**src/rtl/wrr_pkg.sv**
```systemverilog
// ----------------------------------------------------------------------------
// Weighted round-robin picker package
// Shared widths, codes and the controller state type.
// ----------------------------------------------------------------------------
package wrr_pkg;

    localparam int MAX_ENTRIES = 16;
    localparam int IDX_W       = $clog2(MAX_ENTRIES);
    localparam int CNT_W       = $clog2(MAX_ENTRIES + 1);
    localparam int WEIGHT_W    = 16;
    localparam int CURSOR_W    = 32;
    // Largest possible total is MAX_ENTRIES * (2^WEIGHT_W - 1).
    localparam int SUM_W       = WEIGHT_W + IDX_W;

    localparam logic ACT_WRITE = 1'b0;
    localparam logic ACT_PICK  = 1'b1;

    localparam logic STATUS_OK        = 1'b0;
    localparam logic STATUS_NOT_FOUND = 1'b1;

    typedef enum logic [2:0] {
        ST_IDLE,
        ST_SUM,
        ST_DIV,
        ST_SCAN,
        ST_DONE
    } state_t;

endpackage

```
**src/rtl/wrr_weight_mem.sv**
```systemverilog
// ----------------------------------------------------------------------------
// Weight table memory
// Synchronous single-write, single-read table; read data is registered and appears in the cycle after rd_en.
// Per-entry valid bits make unwritten entries read as zero after reset.
// ----------------------------------------------------------------------------
module wrr_weight_mem
    import wrr_pkg::*;
(
    input  logic                clk,
    input  logic                rst_n,
    input  logic                wr_en,
    input  logic [IDX_W-1:0]    wr_addr,
    input  logic [WEIGHT_W-1:0] wr_data,
    input  logic                rd_en,
    input  logic [IDX_W-1:0]    rd_addr,
    output logic [WEIGHT_W-1:0] rd_data
);

    logic [WEIGHT_W-1:0]    table_reg [MAX_ENTRIES];
    logic [MAX_ENTRIES-1:0] valid_reg;
    logic [WEIGHT_W-1:0]    rd_data_reg;
    logic                   rd_hit_reg;

    always_ff @(posedge clk)
    begin
        if (wr_en)
        begin
            table_reg[wr_addr] <= wr_data;
        end
        if (rd_en)
        begin
            rd_data_reg <= table_reg[rd_addr];
        end
    end

    always_ff @(posedge clk or negedge rst_n)
    begin
        if (!rst_n)
        begin
            valid_reg  <= '0;
            rd_hit_reg <= 1'b0;
        end
        else
        begin
            if (wr_en)
            begin
                valid_reg[wr_addr] <= 1'b1;
            end
            if (rd_en)
            begin
                rd_hit_reg <= valid_reg[rd_addr];
            end
        end
    end

    assign rd_data = rd_hit_reg ? rd_data_reg : '0;

endmodule

```
**src/rtl/wrr_mod_unit.sv**
```systemverilog
// ----------------------------------------------------------------------------
// Cursor modulo unit
// Restoring remainder computation, one dividend bit per cycle.
// ----------------------------------------------------------------------------
module wrr_mod_unit
    import wrr_pkg::*;
(
    input  logic                clk,
    input  logic                rst_n,
    input  logic                start,
    input  logic [CURSOR_W-1:0] dividend,
    input  logic [SUM_W-1:0]    divisor,
    output logic                done,
    output logic [SUM_W-1:0]    remainder
);

    localparam int STEP_W = $clog2(CURSOR_W);

    logic                busy_reg,  busy_next;
    logic                done_reg,  done_next;
    logic [STEP_W-1:0]   step_reg,  step_next;
    logic [CURSOR_W-1:0] dvd_reg,   dvd_next;
    logic [SUM_W-1:0]    dsr_reg,   dsr_next;
    logic [SUM_W-1:0]    rem_reg,   rem_next;
    logic [SUM_W:0]      trial;

    always_comb
    begin
        busy_next = busy_reg;
        done_next = 1'b0;
        step_next = step_reg;
        dvd_next  = dvd_reg;
        dsr_next  = dsr_reg;
        rem_next  = rem_reg;
        trial     = {rem_reg, dvd_reg[CURSOR_W-1]};

        if (start)
        begin
            busy_next = 1'b1;
            step_next = '0;
            dvd_next  = dividend;
            dsr_next  = divisor;
            rem_next  = '0;
        end
        else if (busy_reg)
        begin
            // The partial remainder stays below twice the divisor, so one
            // compare and subtract settles each bit.
            if (trial >= {1'b0, dsr_reg})
            begin
                rem_next = SUM_W'(trial - {1'b0, dsr_reg});
            end
            else
            begin
                rem_next = trial[SUM_W-1:0];
            end
            dvd_next  = {dvd_reg[CURSOR_W-2:0], 1'b0};
            step_next = step_reg + 1'b1;
            if (step_reg == STEP_W'(CURSOR_W - 1))
            begin
                busy_next = 1'b0;
                done_next = 1'b1;
            end
        end
    end

    always_ff @(posedge clk or negedge rst_n)
    begin
        if (!rst_n)
        begin
            busy_reg <= 1'b0;
            done_reg <= 1'b0;
            step_reg <= '0;
        end
        else
        begin
            busy_reg <= busy_next;
            done_reg <= done_next;
            step_reg <= step_next;
        end
    end

    always_ff @(posedge clk)
    begin
        dvd_reg <= dvd_next;
        dsr_reg <= dsr_next;
        rem_reg <= rem_next;
    end

    assign done      = done_reg;
    assign remainder = rem_reg;

endmodule

```
**src/rtl/weighted_round_robin_picker.sv**
```systemverilog
// A write, or a pick with no entries in use, goes straight to ST_DONE; a pick
// over N entries makes two passes over the weight memory, a summing pass and a
// scan that stops at the chosen entry, with a bit-serial cursor modulo between.
// One item is in work at a time; the next is taken once the result is loaded
// into the output register, accepted or not.
// Reset clears the weight table (per-entry valid bits), the cursor and entry_count.
// ----------------------------------------------------------------------------
// Weighted round-robin picker
// Stores per-entry weights and picks entries in proportion to their weights
// using a wrapping cursor taken modulo the total weight.
// ----------------------------------------------------------------------------
module weighted_round_robin_picker
    import wrr_pkg::*;
(
    input  logic                clk,
    input  logic                rst_n,
    input  logic                cfg_wr_en,
    input  logic [CNT_W-1:0]    cfg_wr_data,
    input  logic                in_valid,
    output logic                in_ready,
    input  logic                action,
    input  logic [IDX_W-1:0]    entry_index,
    input  logic [WEIGHT_W-1:0] weight_value,
    output logic                out_valid,
    input  logic                out_ready,
    output logic                status,
    output logic [IDX_W-1:0]    chosen_index
);

    state_t              state_reg,      state_next;
    logic [CNT_W-1:0]    entry_count_reg;
    logic [CURSOR_W-1:0] cursor_reg,     cursor_next;
    logic [CNT_W-1:0]    n_reg,          n_next;
    logic [CNT_W-1:0]    iss_reg,        iss_next;
    logic                rd_pend_reg,    rd_pend_next;
    logic [IDX_W-1:0]    rd_idx_reg,     rd_idx_next;
    logic [SUM_W-1:0]    total_reg,      total_next;
    logic [SUM_W-1:0]    run_reg,        run_next;
    logic [SUM_W-1:0]    pos_reg,        pos_next;
    logic                res_status_reg, res_status_next;
    logic [IDX_W-1:0]    res_index_reg,  res_index_next;
    logic                out_valid_reg,  out_valid_next;
    logic                out_status_reg, out_status_next;
    logic [IDX_W-1:0]    out_index_reg,  out_index_next;

    logic                mem_wr;
    logic                mem_rd;
    logic [WEIGHT_W-1:0] mem_rd_data;
    logic                div_start;
    logic                div_done;
    logic [SUM_W-1:0]    div_rem;
    logic [CNT_W-1:0]    n_sat;
    logic [SUM_W-1:0]    eff_weight;
    logic [SUM_W-1:0]    run_sum;
    logic                hit;

    wrr_weight_mem u_mem (
        .clk     (clk),
        .rst_n   (rst_n),
        .wr_en   (mem_wr),
        .wr_addr (entry_index),
        .wr_data (weight_value),
        .rd_en   (mem_rd),
        .rd_addr (iss_reg[IDX_W-1:0]),
        .rd_data (mem_rd_data)
    );

    wrr_mod_unit u_mod (
        .clk       (clk),
        .rst_n     (rst_n),
        .start     (div_start),
        .dividend  (cursor_reg),
        .divisor   (total_reg),
        .done      (div_done),
        .remainder (div_rem)
    );

    assign n_sat = (entry_count_reg > CNT_W'(MAX_ENTRIES)) ? CNT_W'(MAX_ENTRIES)
                                                          : entry_count_reg;

    // A zero weight counts as one.
    assign eff_weight = (mem_rd_data == '0) ? SUM_W'(1)
                                            : {{(SUM_W-WEIGHT_W){1'b0}}, mem_rd_data};
    assign run_sum    = run_reg + eff_weight;
    assign hit        = rd_pend_reg && (pos_reg < run_sum);

    always_comb
    begin
        state_next      = state_reg;
        cursor_next     = cursor_reg;
        n_next          = n_reg;
        iss_next        = iss_reg;
        rd_pend_next    = rd_pend_reg;
        rd_idx_next     = rd_idx_reg;
        total_next      = total_reg;
        run_next        = run_reg;
        pos_next        = pos_reg;
        res_status_next = res_status_reg;
        res_index_next  = res_index_reg;
        out_valid_next  = out_valid_reg && !out_ready;
        out_status_next = out_status_reg;
        out_index_next  = out_index_reg;
        mem_wr          = 1'b0;
        mem_rd          = 1'b0;
        div_start       = 1'b0;

        case (state_reg)
            ST_IDLE:
            begin
                if (in_valid)
                begin
                    if (action == ACT_WRITE)
                    begin
                        mem_wr          = 1'b1;
                        res_status_next = STATUS_OK;
                        res_index_next  = entry_index;
                        state_next      = ST_DONE;
                    end
                    else if (n_sat == '0)
                    begin
                        res_status_next = STATUS_NOT_FOUND;
                        res_index_next  = '0;
                        state_next      = ST_DONE;
                    end
                    else
                    begin
                        n_next       = n_sat;
                        iss_next     = '0;
                        rd_pend_next = 1'b0;
                        total_next   = '0;
                        state_next   = ST_SUM;
                    end
                end
            end

            ST_SUM:
            begin
                rd_pend_next = 1'b0;
                if (iss_reg < n_reg)
                begin
                    mem_rd       = 1'b1;
                    iss_next     = iss_reg + 1'b1;
                    rd_pend_next = 1'b1;
                end
                if (rd_pend_reg)
                begin
                    total_next = total_reg + eff_weight;
                end
                if ((iss_reg == n_reg) && !rd_pend_reg)
                begin
                    div_start  = 1'b1;
                    state_next = ST_DIV;
                end
            end

            ST_DIV:
            begin
                if (div_done)
                begin
                    pos_next     = div_rem;
                    cursor_next  = cursor_reg + 1'b1;
                    iss_next     = '0;
                    rd_pend_next = 1'b0;
                    run_next     = '0;
                    state_next   = ST_SCAN;
                end
            end

            ST_SCAN:
            begin
                rd_pend_next = 1'b0;
                if (rd_pend_reg)
                begin
                    run_next = run_sum;
                end
                if (hit)
                begin
                    res_status_next = STATUS_OK;
                    res_index_next  = rd_idx_reg;
                    state_next      = ST_DONE;
                end
                else if (iss_reg < n_reg)
                begin
                    mem_rd       = 1'b1;
                    rd_idx_next  = iss_reg[IDX_W-1:0];
                    iss_next     = iss_reg + 1'b1;
                    rd_pend_next = 1'b1;
                end
            end

            ST_DONE:
            begin
                // Load the output register once it is free or being drained.
                if (!out_valid_reg || out_ready)
                begin
                    out_valid_next  = 1'b1;
                    out_status_next = res_status_reg;
                    out_index_next  = res_index_reg;
                    state_next      = ST_IDLE;
                end
            end

            default:
            begin
                state_next = ST_IDLE;
            end
        endcase
    end

    always_ff @(posedge clk or negedge rst_n)
    begin
        if (!rst_n)
        begin
            state_reg       <= ST_IDLE;
            entry_count_reg <= '0;
            cursor_reg      <= '0;
            n_reg           <= '0;
            iss_reg         <= '0;
            rd_pend_reg     <= 1'b0;
            out_valid_reg   <= 1'b0;
        end
        else
        begin
            state_reg     <= state_next;
            cursor_reg    <= cursor_next;
            n_reg         <= n_next;
            iss_reg       <= iss_next;
            rd_pend_reg   <= rd_pend_next;
            out_valid_reg <= out_valid_next;
            if (cfg_wr_en)
            begin
                entry_count_reg <= cfg_wr_data;
            end
        end
    end

    always_ff @(posedge clk)
    begin
        rd_idx_reg     <= rd_idx_next;
        total_reg      <= total_next;
        run_reg        <= run_next;
        pos_reg        <= pos_next;
        res_status_reg <= res_status_next;
        res_index_reg  <= res_index_next;
        out_status_reg <= out_status_next;
        out_index_reg  <= out_index_next;
    end

    assign in_ready     = (state_reg == ST_IDLE);
    assign out_valid    = out_valid_reg;
    assign status       = out_status_reg;
    assign chosen_index = out_index_reg;

`ifndef NO_ASSERTIONS
    a_cursor_moves_on_pick: assert property (@(posedge clk) disable iff (!rst_n)
        (cursor_reg != $past(cursor_reg)) |-> $past(state_reg == ST_DIV && div_done))
        else $error("cursor changed outside a completed pick");

    a_rem_below_total: assert property (@(posedge clk) disable iff (!rst_n)
        (state_reg == ST_DIV && div_done) |-> (div_rem < total_reg))
        else $error("modulo result not below total weight");

    a_scan_in_range: assert property (@(posedge clk) disable iff (!rst_n)
        (state_reg == ST_SCAN && rd_pend_reg) |-> (run_reg < total_reg))
        else $error("scan ran past the total weight without a hit");

    a_no_rw_overlap: assert property (@(posedge clk) disable iff (!rst_n)
        !(mem_wr && mem_rd))
        else $error("weight memory read and write in the same cycle");
`endif

endmodule
```
**config.mk**
```make
export PLATFORM = sky130hd
export DESIGN_NAME = weighted_round_robin_picker
export DESIGN_NICKNAME = d
export VERILOG_FILES = /design/src/rtl/wrr_pkg.sv /design/src/rtl/wrr_weight_mem.sv /design/src/rtl/wrr_mod_unit.sv /design/src/rtl/weighted_round_robin_picker.sv
export SDC_FILE = /design/constraint.sdc
export NUM_CORES = 1
export LEC_CHECK = 0
export ABC_AREA = 1
export BUFFER_PORTS_ARGS = -buffer_cell sky130_fd_sc_hd__buf_2
export CAP_MARGIN = 20
export CORE_ASPECT_RATIO = 1.25
export CORE_MARGIN = 3
export CORE_UTILIZATION = 42
export CTS_CLUSTER_DIAMETER = 40
export DETAILED_ROUTE_END_ITERATION = 12
export PLACE_DENSITY_LB_ADDON = 0.25
export SLEW_MARGIN = 20
export SYNTH_ARGS = -nofsm -noshare
export SYNTH_HDL_FRONTEND = slang
export SYNTH_SLANG_ARGS = --single-unit
```
**constraint.sdc**
```tcl
create_clock -name clk -period 8.8 [get_ports clk]
set_input_delay 0.44 -clock clk [delete_from_list [all_inputs] [get_ports clk]]
set_output_delay 0.44 -clock clk [all_outputs]
set_load 0.005 [all_outputs]
```
## Word level (Yosys, flattened, before mapping)

Memories as Yosys holds them, arrays and structs flattened. A register that Yosys moved wholly into a read port is not among the register bits.
Index checks and enable logic that the tools add are counted.

| operators by class | value |
|---|---|
| add/subtract/negate cells | 6 |
| $lt $le $gt $ge | 7 |
| equality and inequality tests | 17 |
| muxes and demuxes | 68 |
| bitwise logic cells | 3 |
| reductions and logical operators | 26 |

Operator list:

| cell | count |
|---|---|
| 20-bit two-way mux | 7 |
| 20-bit case mux with 2 select lines | 2 |
| 32-bit two-way mux | 2 |
| 5-bit two-way mux | 9 |
| 20-bit by 16-bit adder with 20-bit output | 2 |
| 32-bit by 1-bit adder with 32-bit output (second input constant) | 1 |
| 16-bit two-way mux | 2 |
| 1-bit two-way mux | 27 |
| 21-bit by 20-bit >= comparator with 1-bit output | 1 |
| 3-bit two-way mux | 7 |
| 20-bit less-than comparator | 1 |
| 5-bit case mux with 4 select lines | 1 |
| 20-bit subtractor | 1 |
| 16-bit zero test | 1 |
| 4-bit two-way mux | 4 |
| 2-bit != test (second input constant) | 8 |
| 16-bit bitwise OR | 1 |
| 3-bit case mux with 5 select lines | 1 |
| 5-bit AND reduction | 3 |
| 5-bit by 1-bit adder with 5-bit output (second input constant) | 2 |
| 4-bit by 5-bit less-than comparator with 1-bit output (second input constant) | 2 |
| 4-bit case mux with 2 select lines | 1 |
| 4-bit AND reduction | 2 |
| 2-bit nonzero test | 4 |
| 24 further kinds | 35 |

| storage, ports and cells | value |
|---|---|
| register bits | 222 |
| RAM bits | 256 |
| bits of input ports | 31 |
| output and inout bits | 7 |
| logic and storage cells | 151 |
| memories | 1 |

Memories:

| name | words | width | read ports | clocked after memory_dff | write ports | line | RTL |
|---|---|---|---|---|---|---|---|
| u_mem.table_reg | 16 | 16 | 1 | 1 | 1 | wrr_weight_mem.sv:19 | `logic [WEIGHT_W-1:0] table_reg [MAX_ENTRIES];` |

## Longest topological paths before layout

| depth | value |
|---|---|
| word-level depth | 8 |
| mapped depth | 29 |
| gate-level depth less buffers | 27 |

## Modules after synthesis

From an unflattened synthesis, not the netlist that was laid out.

| unflattened totals | value |
|---|---|
| cell total of the unflattened synthesis | 2,505 |
| area total of the unflattened synthesis | 24,223.2 um2 |

Modules (own cells, without submodules):

| module | times used | cells an instance | area an instance (um2) | sequential area each (um2) |
|---|---|---|---|---|
| wrr_weight_mem | 1 | 894 | 11,519.8 | 8,593.2 |
| weighted_round_robin_picker | 1 | 1,005 | 7,987.7 | 3,523.4 |
| wrr_mod_unit | 1 | 606 | 4,715.8 | 2,137.0 |

## Least setup slack after synthesis

OpenSTA, ideal clock, no wires.

| path | value |
|---|---|
| path type | register to register |
| from | reg u_mem.rd_hit_reg |
| to | reg u_mem.rd_data_reg[0] (read register of u_mem.table_reg), enable pin |
| library setup time | 372 ps |
| arrival time | 3,735 ps |
| required time | 8,428 ps |
| setup slack | 4,694 ps |
| stages on the path, launching flop included | 27 |
| buffers on the path | 3 |
| clock period less this slack | 4,106 ps |
| path through | dfrtp_1 > buf_2 > buf_6 > clkbuf_1 > nand2_1 > nand4_1 > o41ai_1 > ha_1 > ha_1 > inv_1 > nand2_1 > nand2_1 > nand2_1 > nand2_1 > nand2_1 > nand3_1 > nand3b_1 > nand2_1 > ha_1 > nand2_1 > nor2_1 > nand2_1 > nor2_1 > nand2_1 > nand4_1 > nand3_1 > nand2_1 |

| on the way | value |
|---|---|
| longest elaborated chain between the ends | 8 |

RTL lines:

| what | line | RTL |
|---|---|---|
| start, declared | wrr_weight_mem.sv:22 | `logic rd_hit_reg;` |
| start signal, assigned | wrr_weight_mem.sv:51 | `rd_hit_reg <= valid_reg[rd_addr];` |
| 16-bit two-way mux (*) | wrr_weight_mem.sv:56 | `assign rd_data = rd_hit_reg ? rd_data_reg : '0;` |
| 16-bit zero test | weighted_round_robin_picker.sv:82 | `assign eff_weight = (mem_rd_data == '0) ? SUM_W'(1)` |
| 16-bit two-way mux (*) | weighted_round_robin_picker.sv:82 |  |
| 20-bit by 16-bit adder with 20-bit output (*) | weighted_round_robin_picker.sv:84 | `assign run_sum = run_reg + eff_weight;` |
| 20-bit less-than comparator (*) | weighted_round_robin_picker.sv:85 | `assign hit = rd_pend_reg && (pos_reg < run_sum);` |
| 1-bit logical AND (*) | weighted_round_robin_picker.sv:85 |  |
| 1-bit two-way mux (*) | weighted_round_robin_picker.sv:176 | `if (hit)` |
| 1-bit case mux with 2 select lines (*) | weighted_round_robin_picker.sv:107 | `case (state_reg)` |
| via mem_rd | weighted_round_robin_picker.sv:47 | `logic mem_rd;` |
| end, declared | wrr_weight_mem.sv:21 | `logic [WEIGHT_W-1:0] rd_data_reg;` |

Mark *: on every way through the listed nets, which the timed path passes. The rest lies on a longest branch.
A chain may end at the register's enable or synchronous reset.

## Worst setup path in the final report

| path | value |
|---|---|
| from | reg u_mem.rd_hit_reg |
| to | reg u_mem.rd_data_reg[1] (read register of u_mem.table_reg), enable pin |

Same word-level chain as after synthesis.

==> results.ini <==
[synth]
synth_xor_area_share_pct=1.82
synth_edf_count=398
ys_seq_area_share_pct=60.3
synth_common_cells=536 x nand2_1, 398 x edfxtp_1, 320 x nor2_1, 228 x inv_1, 210 x o21ai_0
ys_types=49
syn-cell-area_sq_um=23600
yosysTopAreaCellShare_pct=50.6
yosysMostFrequentCell=nand2_1
synth_seq_cells=494
synthAdderAreaFrac_pct=3.90
yosysTopAreaCell=edfxtp_1
ys_async_sr_fraction_pct=15.4
yosysWarnings=0
synth_ff_type=edfxtp_1
yosys-top-cells-area=edfxtp_1 51%, nand2_1 8.5%, dfrtp_1 8.0%
synth_top_family_by_area=simple AND/OR/NAND/NOR gates
synth-compound-area-share_pct=9.32
syn-mean-instance-area_sq_um=9.77
syn-instance-count=2418
syn-num-nets=2522
synth_mux_area_share_pct=0.0477
yosys.area_share.simple_pct=19.6

[timing]
fmax_mhz=195
rsz0062_at_grt=no
worst-slew-pin-transition_ps=1020
relSlewSlack_pct=31.7
drv_slew=0
fin_crit_sh_pct=58.4
setup_violations=0
setup-tns-final_ps=0
skew_ps=28.2
finalCriticalPeriod_ps=5140
hold_violations=0
hold_ws_ps=58.9

[setup_path]
crit_slowest_cell=dfrtp_1
critPathTopFamily=simple AND/OR/NAND/NOR gates
crit_fanout=25
end_kind=flip-flop
cp_common_cell=nand2_1
worst_setup_path_start_kind=flip-flop
cp_data_required_time_ps=9030
cpPeakStageDelay_ps=670
crit_arrival_ps=5370
crit_buf_inv=1
crit_chain=nand2_1, nand4_1, o41ai_1, ha_1, ha_1, inv_1, nand2_1, nand2_1, nand2_1, nand2_1, nand2_1, nand3_1, nand3b_1, nand2_1, ha_1, nand2_1, nor2_1, nand2_1, nor2_1, nand2_1, nand4_1, nand3_1, nand2_1
crit_type=flip-flop to flip-flop

[floorplanning]
die_h_um=271
die_area_sq_um=59200
pin_count=38
num_rows=96
die_width_um=218
core-area_sq_um=55300
start_util_pct=42.8

[grt]
grt.total_usage_pct=20.7
grt_pass1_wl_mm=95.6
grt-ovfl-total=0
antenna_found_initial=2
grt_max_degree=101
grt_pass1_vias=17328

[finish]
nNetsFinal=2586
largest_register_ffs=256
drive_gt1_share_pct=9.68
area_growth_pct=15.4

[clock_network]
cts.clk_slew.worst_paths_ps=50
htreeDepth=3
cts_sinks=494
clock_path_buffers=3
post_cts_buffers=0
clockRootBuffer=clkbuf_16
clk_latency_ps=610
numCtsBuffers=74
cts_tree=built

[power_and_ir_drop]
cellPowerDensity_nw_per_um2=230
leakagePower_nw=11.0
irDropWorstVdd_mv=0.190

[drt]
vias=17465
drt.antenna.violating_nets=0
wl_met3_mm=2.81
drt-met1-wl_mm=25.9
drt_wl_total_mm=61.5
post_drt_wl_per_cell_um=18.8
dr.pass1.iters=5
viasPerCell=5.33
dr_wl_met2_mm=30.5
drc=0
highest_layer=met4
drt_iter0_markers=1200

[placement]
io_buffers=37
gp_routability_congestion=0.906
hpwl_mm=39.4

[status]
outcome=complete, no violations

[flow_run]
maxCapViolations=0

[worst_hold_path]
hp-class=primary input to flip-flop

==> path summary, 6_finish.rpt <==
check                      cells after the start                    startpoint                        endpoint  slack (ps)
setup / recovery                              23  u_mem.rd_hit_reg$_DFFE_PN0P_  u_mem.rd_data_reg[1]$_DFFE_PP_        3660
hold / removal                                 3                cfg_wr_data[0]  entry_count_reg[0]$_DFFE_PN0P_          60
setup reg to reg                              23  u_mem.rd_hit_reg$_DFFE_PN0P_  u_mem.rd_data_reg[1]$_DFFE_PP_        3660
hold reg to reg                                0  res_status_reg$_SDFFCE_PP0P_                status$_DFFE_PP_         420
max in group asynchronous                      3                         rst_n          iss_reg[0]$_DFFE_PN0P_        7430
min in group asynchronous                      2                         rst_n      cursor_reg[23]$_DFFE_PN0P_         280
==> tightest hold or removal path, stage by stage <==
cell,delay [ps]
buf_2,80
nand2_1,40
o21ai_0,60
==> stage by stage <==
stage / instance area, sq um / instances / utilization, % / setup WS (ps) / total power [mW]
final: 27300 / 3279 / 49.3 / 3660 / 6.26
after global routing: 27300 / 3276 / 49.3 / 3210 / 6.53
after CTS: 27200 / 3275 / 49.3 / 3540 / 6.31
after detailed placement: 24700 / 3139 / 44.7 / 3580 / 3.36
after global placement: 24700 / 3138 / 44.7 / 3670 / 3.35
after floorplan: 23600 / 2418 / - / 4690 / 3.17
==> power by group <==
group	internal (mW)	switching, mW
logic	0.236	0.439
registers	2.59	0.0667
clock network	1.84	1.10
==> repair_timing <==
action                                 4_1_cts  5_1_grt
endpoints found under the hold margin       20        0
hold buffers                                 1        0
gates resized for setup                      0        0
==> cell usage in the layout (no fill, tap or decap), types with 9 or more instances in the layout <==
| master | n |
|---|---|
| clkinv_4 | 10 |
| nor3_1 | 26 |
| nand2_1 | 536 |
| clkbuf_16 | 77 |
| clkinv_1 | 10 |
| xor2_1 | 38 |
| ha_1 | 72 |
| nand3b_1 | 15 |
| o22ai_1 | 41 |
| dfxtp_1 | 20 |
| buf_4 | 25 |
| inv_1 | 227 |
| inv_6 | 9 |
| nor2_2 | 20 |
| o221ai_1 | 26 |
| nand3_1 | 120 |
| nor2_1 | 304 |
| or2_2 | 13 |
| nand4_1 | 36 |
| edfxtp_1 | 398 |
| buf_2 | 36 |
| xnor2_1 | 11 |
| a21oi_1 | 76 |
| o21ai_0 | 209 |
| dfrtp_1 | 74 |
==> cell type report <==
| cell class | instances | area, sq um |
|---|---|---|
| clock inverter | 49 | 544 |
| fill | 5078 | 28000 |
| tap | 735 | 920 |
| clock buffer | 86 | 1970 |
| sequential | 494 | 14300 |
| inverter | 234 | 880 |
| multi-input combinational | 1614 | 8250 |
| antenna | 3 | 7.51 |
| timing repair buffer | 64 | 433 |
==> per-layer routing <==
layer	vias to the layer above	GRT usage, %
met4	0	9.05
met2	419	35.9
li1	8457	-
met1	8455	25.7
met3	134	3.25
met5	-	0
==> cells by family (layout without fill, tap and decap cells) <==
logic type | after synthesis | after routing
AOI/OAI and AO/OA | 391 | 391
xor gates and xnor gates | 49 | 49
adders and majority gates | 73 | 73
buffers and inverters | 310 | 433
DFF | 494 | 494
muxes | 1 | 1
other | 0 | 3
and+or+nand+nor | 1100 | 1100
No activity file was read; power rests on OpenSTA's default activity.
